File: config.mk
export PLATFORM = sky130hd
export DESIGN_NAME = bounding_box_and_centering_top
export DESIGN_NICKNAME = d
export VERILOG_FILES = /design/src/sv/bab_pkg.sv /design/src/sv/bab_ctrl.sv /design/src/sv/bab_dp.sv /design/src/sv/bounding_box_and_centering_top.sv
export SDC_FILE = /design/constraint.sdc
export NUM_CORES = 2
export LEC_CHECK = 0
export ABC_AREA = 1
export BUFFER_PORTS_ARGS = -buffer_cell sky130_fd_sc_hd__buf_2
export CAP_MARGIN = 40
export CORE_ASPECT_RATIO = 1.2
export CORE_UTILIZATION = 30
export DETAILED_ROUTE_END_ITERATION = 8
export GPL_ROUTABILITY_DRIVEN = 1
export PLACE_DENSITY = 0.47
export SYNTH_ARGS = -nofsm -noshare
export SYNTH_HDL_FRONTEND = slang
export SYNTH_SLANG_ARGS = --single-unit
export TNS_END_PERCENT = 50
File: constraint.sdc
create_clock -name clk_i -period 13.5 [get_ports clk_i]
set_input_delay 0.675 -clock clk_i [delete_from_list [all_inputs] [get_ports clk_i]]
set_output_delay 0.675 -clock clk_i [all_outputs]
set_load 0.05 [all_outputs]
File: src/sv/bab_pkg.sv
// Shared constants, types and helper function of the bounding box block.
package bab_pkg;

  localparam int MAX_POINTS  = 32;
  localparam int COORD_WIDTH = 24;
  localparam int MARGIN_W    = 23;
  localparam int VAL_W       = 25;
  localparam int IDX_W       = (MAX_POINTS > 1) ? $clog2(MAX_POINTS) : 1;
  localparam int CNT_W       = $clog2(MAX_POINTS + 1);
  localparam int CFG_IDX_W   = 2;
  localparam int SUM_W       = ((COORD_WIDTH > MARGIN_W + 1) ? COORD_WIDTH : MARGIN_W + 1) + 3;

  localparam logic [CFG_IDX_W-1:0] CFG_MARGIN_X  = 2'd0;
  localparam logic [CFG_IDX_W-1:0] CFG_MARGIN_Y  = 2'd1;
  localparam logic [CFG_IDX_W-1:0] CFG_MARGIN_Z  = 2'd2;
  localparam logic [CFG_IDX_W-1:0] CFG_CENTER_EN = 2'd3;

  localparam logic KIND_BOX   = 1'b0;
  localparam logic KIND_POINT = 1'b1;

  localparam logic signed [SUM_W-1:0] SUM_VAL_MAX = SUM_W'((2 ** VAL_W) - 1);

  typedef logic signed [COORD_WIDTH-1:0] coord_t;
  typedef logic [MARGIN_W-1:0] margin_t;
  typedef logic [VAL_W-1:0] value_t;

  typedef struct packed {
    logic accept;
    logic box_load;
    logic rd_issue;
    logic pt_load;
    logic idx_inc;
    logic clear_run;
  } ctrl_cmd_t;

  typedef struct packed {
    logic out_free;
    logic center_en;
    logic cnt_zero;
    logic last_idx;
  } dp_status_t;

  function automatic value_t clamp_value(input logic signed [SUM_W-1:0] v);
    value_t r;
    if (v < 0) begin
      r = '0;
    end else if (v > SUM_VAL_MAX) begin
      r = {VAL_W{1'b1}};
    end else begin
      r = v[VAL_W-1:0];
    end
    return r;
  endfunction

endpackage

File: src/sv/bab_ctrl.sv
// Sequencer for point loading, box output and the replay of stored points.
module bab_ctrl import bab_pkg::*; (
  input  logic       clk_i,
  input  logic       rst_ni,
  input  logic       in_valid_i,
  input  logic       final_point_i,
  output logic       in_ready_o,
  input  dp_status_t status_i,
  output ctrl_cmd_t  cmd_o
);

  typedef enum logic [3:0] {
    S_LOAD = 4'b0001,
    S_BOX  = 4'b0010,
    S_RD   = 4'b0100,
    S_PT   = 4'b1000
  } state_e;

  state_e state_q, state_d;

  always_comb begin
    state_d    = state_q;
    cmd_o      = '0;
    in_ready_o = 1'b0;
    case (state_q)
      S_LOAD: begin
        in_ready_o = 1'b1;
        if (in_valid_i) begin
          cmd_o.accept = 1'b1;
          if (final_point_i) state_d = S_BOX;
        end
      end
      S_BOX: begin
        if (status_i.out_free) begin
          cmd_o.box_load = 1'b1;
          if (!status_i.center_en || status_i.cnt_zero) begin
            cmd_o.clear_run = 1'b1;
            state_d         = S_LOAD;
          end else begin
            state_d = S_RD;
          end
        end
      end
      S_RD: begin
        cmd_o.rd_issue = 1'b1;
        state_d        = S_PT;
      end
      S_PT: begin
        if (status_i.out_free) begin
          cmd_o.pt_load = 1'b1;
          if (status_i.last_idx) begin
            cmd_o.clear_run = 1'b1;
            state_d         = S_LOAD;
          end else begin
            cmd_o.idx_inc = 1'b1;
            state_d       = S_RD;
          end
        end
      end
      default: begin
        state_d = S_LOAD;
      end
    endcase
  end

  always_ff @(posedge clk_i or negedge rst_ni) begin
    if (!rst_ni) begin
      state_q <= S_LOAD;
    end else begin
      state_q <= state_d;
    end
  end

endmodule

File: src/sv/bab_dp.sv
// Configuration registers, point store, corner tracking, length and shift arithmetic, output register.
module bab_dp import bab_pkg::*; (
  input  logic                 clk_i,
  input  logic                 rst_ni,
  input  logic                 cfg_valid_i,
  input  logic [CFG_IDX_W-1:0] cfg_index_i,
  input  logic [MARGIN_W-1:0]  cfg_data_i,
  input  logic [COORD_WIDTH-1:0] coord_x_i,
  input  logic [COORD_WIDTH-1:0] coord_y_i,
  input  logic [COORD_WIDTH-1:0] coord_z_i,
  input  ctrl_cmd_t            cmd_i,
  output dp_status_t           status_o,
  output logic                 out_valid_o,
  input  logic                 out_ready_i,
  output logic                 item_kind_o,
  output logic [VAL_W-1:0]     value_x_o,
  output logic [VAL_W-1:0]     value_y_o,
  output logic [VAL_W-1:0]     value_z_o,
  output logic                 overflow_o,
  output logic                 end_of_run_o
);

  coord_t  lo_q [3];
  coord_t  hi_q [3];
  coord_t  pt   [3];
  coord_t  rd_pt [3];
  margin_t margin_q [3];
  logic    center_en_q;
  logic [CNT_W-1:0] cnt_q;
  logic [IDX_W-1:0] rd_idx_q;
  logic             ovf_q;
  logic             first;
  logic [3*COORD_WIDTH-1:0] mem_q [MAX_POINTS];
  logic [3*COORD_WIDTH-1:0] rd_data_q;

  value_t box_val [3];
  value_t pt_val  [3];

  logic   out_valid_q, kind_q, ovf_out_q, eor_q;
  value_t val_q [3];

  assign pt[0] = coord_x_i;
  assign pt[1] = coord_y_i;
  assign pt[2] = coord_z_i;
  assign rd_pt[0] = rd_data_q[COORD_WIDTH-1:0];
  assign rd_pt[1] = rd_data_q[2*COORD_WIDTH-1:COORD_WIDTH];
  assign rd_pt[2] = rd_data_q[3*COORD_WIDTH-1:2*COORD_WIDTH];

  assign first = (cnt_q == '0) && !ovf_q;

  // Configuration registers
  always_ff @(posedge clk_i or negedge rst_ni) begin
    if (!rst_ni) begin
      margin_q[0] <= '0;
      margin_q[1] <= '0;
      margin_q[2] <= '0;
      center_en_q <= 1'b1;
    end else if (cfg_valid_i) begin
      case (cfg_index_i)
        CFG_MARGIN_X:  margin_q[0] <= cfg_data_i;
        CFG_MARGIN_Y:  margin_q[1] <= cfg_data_i;
        CFG_MARGIN_Z:  margin_q[2] <= cfg_data_i;
        CFG_CENTER_EN: center_en_q <= cfg_data_i[0];
        default: ;
      endcase
    end
  end

  // Run state: corners, fill count, overflow flag, replay index
  always_ff @(posedge clk_i or negedge rst_ni) begin
    if (!rst_ni) begin
      for (int m = 0; m < 3; m++) begin
        lo_q[m] <= '0;
        hi_q[m] <= '0;
      end
      cnt_q    <= '0;
      ovf_q    <= 1'b0;
      rd_idx_q <= '0;
    end else if (cmd_i.clear_run) begin
      for (int m = 0; m < 3; m++) begin
        lo_q[m] <= '0;
        hi_q[m] <= '0;
      end
      cnt_q    <= '0;
      ovf_q    <= 1'b0;
      rd_idx_q <= '0;
    end else begin
      if (cmd_i.accept) begin
        for (int m = 0; m < 3; m++) begin
          if (first || pt[m] < lo_q[m]) lo_q[m] <= pt[m];
          if (first || pt[m] > hi_q[m]) hi_q[m] <= pt[m];
        end
        if (cnt_q < CNT_W'(MAX_POINTS)) begin
          cnt_q <= cnt_q + CNT_W'(1);
        end else begin
          ovf_q <= 1'b1;
        end
      end
      if (cmd_i.idx_inc) rd_idx_q <= rd_idx_q + IDX_W'(1);
    end
  end

  // Point store, registered read
  always_ff @(posedge clk_i) begin
    if (cmd_i.accept && (cnt_q < CNT_W'(MAX_POINTS))) begin
      mem_q[cnt_q[IDX_W-1:0]] <= {coord_z_i, coord_y_i, coord_x_i};
    end
    if (cmd_i.rd_issue) begin
      rd_data_q <= mem_q[rd_idx_q];
    end
  end

  always_comb begin
    for (int m = 0; m < 3; m++) begin
      box_val[m] = clamp_value(SUM_W'(hi_q[m]) - SUM_W'(lo_q[m])
                               + $signed(SUM_W'({margin_q[m], 1'b0})));
      pt_val[m]  = clamp_value(SUM_W'(rd_pt[m]) - SUM_W'(lo_q[m])
                               + $signed(SUM_W'(margin_q[m])));
    end
  end

  // Output register
  always_ff @(posedge clk_i or negedge rst_ni) begin
    if (!rst_ni) begin
      out_valid_q <= 1'b0;
    end else if (cmd_i.box_load || cmd_i.pt_load) begin
      out_valid_q <= 1'b1;
    end else if (out_ready_i) begin
      out_valid_q <= 1'b0;
    end
  end

  always_ff @(posedge clk_i) begin
    if (cmd_i.box_load) begin
      kind_q    <= KIND_BOX;
      val_q     <= box_val;
      ovf_out_q <= ovf_q;
      eor_q     <= !center_en_q || (cnt_q == '0);
    end else if (cmd_i.pt_load) begin
      kind_q    <= KIND_POINT;
      val_q     <= pt_val;
      ovf_out_q <= ovf_q;
      eor_q     <= status_o.last_idx;
    end
  end

  assign status_o.out_free  = !out_valid_q || out_ready_i;
  assign status_o.center_en = center_en_q;
  assign status_o.cnt_zero  = (cnt_q == '0);
  assign status_o.last_idx  = ((CNT_W'(rd_idx_q) + CNT_W'(1)) == cnt_q);

  assign out_valid_o  = out_valid_q;
  assign item_kind_o  = kind_q;
  assign value_x_o    = val_q[0];
  assign value_y_o    = val_q[1];
  assign value_z_o    = val_q[2];
  assign overflow_o   = ovf_out_q;
  assign end_of_run_o = eor_q;

endmodule

File: src/sv/bounding_box_and_centering_top.sv
// Bounding box top: one point accepted per cycle while loading.
// After the final point is accepted, the box item is registered from S_BOX once the output is free.
// Each replayed point then takes a store read (S_RD) and an output load (S_PT).
// Input stays low after a final point until the box item and, with centering, every stored point are loaded.
// Reset clears corners, count, overflow, margins (center enable to 1);
// the point store needs no clearing and no pass runs after reset.
module bounding_box_and_centering_top import bab_pkg::*; (
  input  logic                   clk_i,
  input  logic                   rst_ni,
  input  logic                   cfg_valid_i,
  output logic                   cfg_ready_o,
  input  logic [CFG_IDX_W-1:0]   cfg_index_i,
  input  logic [MARGIN_W-1:0]    cfg_data_i,
  input  logic                   in_valid_i,
  output logic                   in_ready_o,
  input  logic [COORD_WIDTH-1:0] coord_x_i,
  input  logic [COORD_WIDTH-1:0] coord_y_i,
  input  logic [COORD_WIDTH-1:0] coord_z_i,
  input  logic                   final_point_i,
  output logic                   out_valid_o,
  input  logic                   out_ready_i,
  output logic                   item_kind_o,
  output logic [VAL_W-1:0]       value_x_o,
  output logic [VAL_W-1:0]       value_y_o,
  output logic [VAL_W-1:0]       value_z_o,
  output logic                   overflow_o,
  output logic                   end_of_run_o
);

  ctrl_cmd_t  cmd;
  dp_status_t status;

  assign cfg_ready_o = 1'b1;

  bab_ctrl u_ctrl (
    .clk_i         (clk_i),
    .rst_ni        (rst_ni),
    .in_valid_i    (in_valid_i),
    .final_point_i (final_point_i),
    .in_ready_o    (in_ready_o),
    .status_i      (status),
    .cmd_o         (cmd)
  );

  bab_dp u_dp (
    .clk_i        (clk_i),
    .rst_ni       (rst_ni),
    .cfg_valid_i  (cfg_valid_i),
    .cfg_index_i  (cfg_index_i),
    .cfg_data_i   (cfg_data_i),
    .coord_x_i    (coord_x_i),
    .coord_y_i    (coord_y_i),
    .coord_z_i    (coord_z_i),
    .cmd_i        (cmd),
    .status_o     (status),
    .out_valid_o  (out_valid_o),
    .out_ready_i  (out_ready_i),
    .item_kind_o  (item_kind_o),
    .value_x_o    (value_x_o),
    .value_y_o    (value_y_o),
    .value_z_o    (value_z_o),
    .overflow_o   (overflow_o),
    .end_of_run_o (end_of_run_o)
  );

endmodule
==> impl_results.md <==
- WL/cell: 24.7 µm
- Post-synth EDFFs: 2453
- Clk_skew: 0.0565 ns
- Overall Global Routing Usage: 19.6%
- Ys async rst share: 8.60%
- Final wirelength: 412000 µm
- WP data required: 14.23 ns
- Sequential element share of the synthesized area: 65.5%
- Global-route wire length before repair: 589000 µm
- Setup CP Type: reg2reg
- Clock sink count: 2685
- # IOs: 184
- Root Driver: clkbuf_16
- Post-DP HPWL: 242000 µm
- Port buffer count: 182
- Minimum clock period: 5.12 ns
- Vias after detailed routing: 85700
- FF+latch count, synth: 2685
- Worst skew pair latency: 0.90 ns
- Fin. max-slew vios: 0
- Worst-case reg-to-reg path depth: 10
- Initial antenna violation count: 67
- Placer Congestion: 0.874
- Total Power: 32.6 mW
- Finish-stage setup viols: 0
- Clock transition at the registers of the reported paths: 0.06 ns
- Hold-critical path endpoint: u_dp.center_en_q$_DFFE_PN1P_
- Setup TNS: 0 ns
- Post-Synthesis Cells: 10900
- Cts repair resizes: 0
- Reg2Reg Setup Slack: 8.38 ns
- H-tree level count: 5
- Routed vias/inst: 5.15
- Critical path peak fanout: 130
- Yosys cell types: 51
- Area delta synth->final: 14.2%
- CP Data Arrival Time: 5.85 ns
- Max VDD drop: 0.148 mV
- Drc violations: 0
- Status: completed
- CTS buffer count: 281
- Vias in the first global route: 83800
- Setup crit end kind: flip-flop
- Die width: 583 µm
- RSZ-0062 raised after global routing: no
- Final ANT Viol Nets: 0
- Core area: 402000 µm²
- Hold path depth: 3
- Worst slew pin tran: 1.04 ns
- Crit path launch type: flip-flop
- Max-cap violation count: 0
- R2R Path End: u_dp.rd_data_q[64]$_DFFE_PP_
- Die Area: 407000 µm²
- Syn_area_per_cell: 11.1 µm²
- Pwr/cell area: 235 nW/µm²
- Slew Limit Headroom: 30.8%
- Pre-Repair DR Iteration Count: 8
- Final nets: 11600
- Worst-case clock buffer depth: 4
- Worst hold path startpoint: cfg_valid_i
- Layout cell share with drive strength beyond 1: 7.70%
- GR Overflow Total: 0
- Cell Area, Synth: 121000 µm²
- Row cnt: 255
- Initial Util: 30.2%
- Die height: 699 µm
- Dominant register cell in the synthesized netlist: edfxtp_1
- Hold Crit Class: in2reg
- Synth Net Count: 11400
- Final Hold Fails: 0
- Worst r2r src: u_dp.rd_idx_q[0]$_DFFE_PN0P_
- First DRT Iteration DRCs: 7758
- Fmax: 195 MHz
- Largest net degree at the start of global routing: 193
- Syn. warnings: 0
- P_leak: 51.4 nW
- Period utilisation layout: 37.9%
- CTS tree: yes
worst max path at each step:
| stage | start | endpoint | depth (start not counted) |
|---|---|---|---|
| final | u_dp.rd_idx_q[0]$_DFFE_PN0P_ | u_dp.rd_data_q[64]$_DFFE_PP_ | 10 |
| after global routing | u_dp.rd_idx_q[0]$_DFFE_PN0P_ | u_dp.rd_data_q[64]$_DFFE_PP_ | 10 |
| after CTS | u_dp.rd_idx_q[4]$_DFFE_PN0P_ | u_dp.lo_q[30]$_DFFE_PN0P_ | 16 |
| after detailed placement | u_dp.rd_idx_q[4]$_DFFE_PN0P_ | u_dp.lo_q[30]$_DFFE_PN0P_ | 16 |
| after global placement | u_dp.rd_idx_q[4]$_DFFE_PN0P_ | u_dp.hi_q[46]$_DFFE_PN0P_ | 14 |
| after floorplan | u_ctrl.state_q[0]$_DFFE_PN1P_ | u_ctrl.state_q[0]$_DFFE_PN1P_ | 4 |
kinds of logic after synthesis:
| kind of cell | count (synthesis) | share of synthesized area (%) |
|---|---|---|
| compound gates | 2537 | 11.5 |
| xor+xnor | 88 | 0.635 |
| fa+ha+maj | 449 | 5.52 |
| buf+inv | 1468 | 4.73 |
| flops | 2685 | 65.5 |
| other cells | 1 | 0.00309 |
| simple gates | 3667 | 12.2 |
metrics by stage:
| step | hold slack [ns] | worst slack, ns | instances | util, % | area, µm² |
|---|---|---|---|---|---|
| 3_5_place_dp | 0.459 | 8.48 | 16100 | 32.3 | 130000 |
| 4_1_cts | 0.0137 | 8.44 | 16600 | 34.4 | 139000 |
| 6_report | 0.0835 | 8.38 | 16600 | 34.5 | 139000 |
| 3_3_place_gp | 0.453 | 8.40 | 16100 | 31.9 | 128000 |
| 2_1_floorplan | 0.379 | 5.29 | 10900 | - | 121000 |
| 5_1_grt | 0.103 | 8.03 | 16600 | 34.5 | 139000 |
placed cells by master (no fill, tap or decap), types with 42 or more instances in the layout:
cell type,count
clkinv_1,56
buf_4,156
nor3_1,42
fa_1,144
nor2_1,1636
o21ai_0,1409
nand3b_1,45
xor2_1,60
clkbuf_1,61
a21oi_1,229
edfxtp_1,2453
o221ai_1,42
o22ai_1,629
o21ai_1,116
buf_2,181
ha_1,305
dfrtp_1,224
nand2_1,1378
inv_1,871
clkbuf_16,290
nand3_1,455
synth_stat cells (all sizes together), types with 5 or more instances:
cell type / count / area, µm²
a211oi: 6 / 45.0
a21boi: 8 / 60.1
a21o: 22 / 165
a21oi: 230 / 1160
a31oi: 10 / 62.6
a32o: 5 / 50.1
buf: 179 / 907
clkbuf: 409 / 1540
dfrtp: 229 / 5730
edfxtp: 2453 / 73700
fa: 144 / 2880
ha: 305 / 3820
inv: 880 / 3300
nand2: 1389 / 5260
nand3: 457 / 2300
nand3b: 45 / 338
nand4: 35 / 219
nor2: 1671 / 6290
nor3: 44 / 220
nor4: 11 / 68.8
o211ai: 11 / 82.6
o21a: 16 / 120
o21ai: 1525 / 7630
o21bai: 21 / 158
o221ai: 42 / 368
o22ai: 629 / 3940
o31ai: 8 / 60.1
or2: 7 / 43.8
xnor2: 28 / 245
xor2: 60 / 526
area by class of cell:
type / instances / area, µm²
antenna: 20 / 50.0
sequential: 2685 / 79500
inverter: 880 / 3340
multi-input combinational: 6742 / 36500
fill: 39700 / 264000
timing repair buffer: 413 / 3840
clock inverter: 141 / 1220
tap: 5397 / 6750
clock buffer: 354 / 7530
repair_timing:
item                                   4_1_cts  5_1_grt
setup buffers                                0        0
hold buffers                                 2        0
endpoints found under the hold margin       49        0
power breakdown:
part | total, mW | leakage [nW] | internal [mW] | switching [mW]
Clock | 7.62 | 4.27 | 4.28 | 3.34
Sequential | 10.3 | 25.0 | 9.82 | 0.439
Combinational | 14.8 | 22.1 | 4.56 | 10.2
Total | 32.6 | 51.4 | 18.7 | 14.0
registers in the layout, summed over array words and instances (netlist names):
signal,flops
u_ctrl.state_q,4
u_dp.center_en_q,1
u_dp.cnt_q,6
u_dp.end_of_run_o,1
u_dp.hi_q,72
u_dp.item_kind_o,1
u_dp.lo_q,72
u_dp.margin_q,69
u_dp.mem_q,2304
u_dp.out_valid_o,1
u_dp.overflow_o,1
u_dp.ovf_q,1
u_dp.rd_data_q,72
u_dp.rd_idx_q,5
u_dp.value_x_o,25
u_dp.value_y_o,25
u_dp.value_z_o,25
critical path: stages (launching register included):
cell     delay, ns
dfrtp_4       0.71
inv_8         0.56
buf_4         0.80
buf_4         0.76
buf_4         0.82
o21ai_0       0.17
o22ai_1       0.16
o21ai_0       0.09
nor2_1        0.23
a31oi_1       0.06
o21ai_0       0.18
per-layer routing:
metal  track usage, %  vias to the layer above  share of wire [%]
li1                 -                    38600                  -
met1             26.8                    43500                 44
met2             32.5                     2936                 47
met3             2.60                      599                6.4
met4             5.66                       14                2.8
met5                0                        -              0.023
No activity file was read; power rests on OpenSTA's default activity.
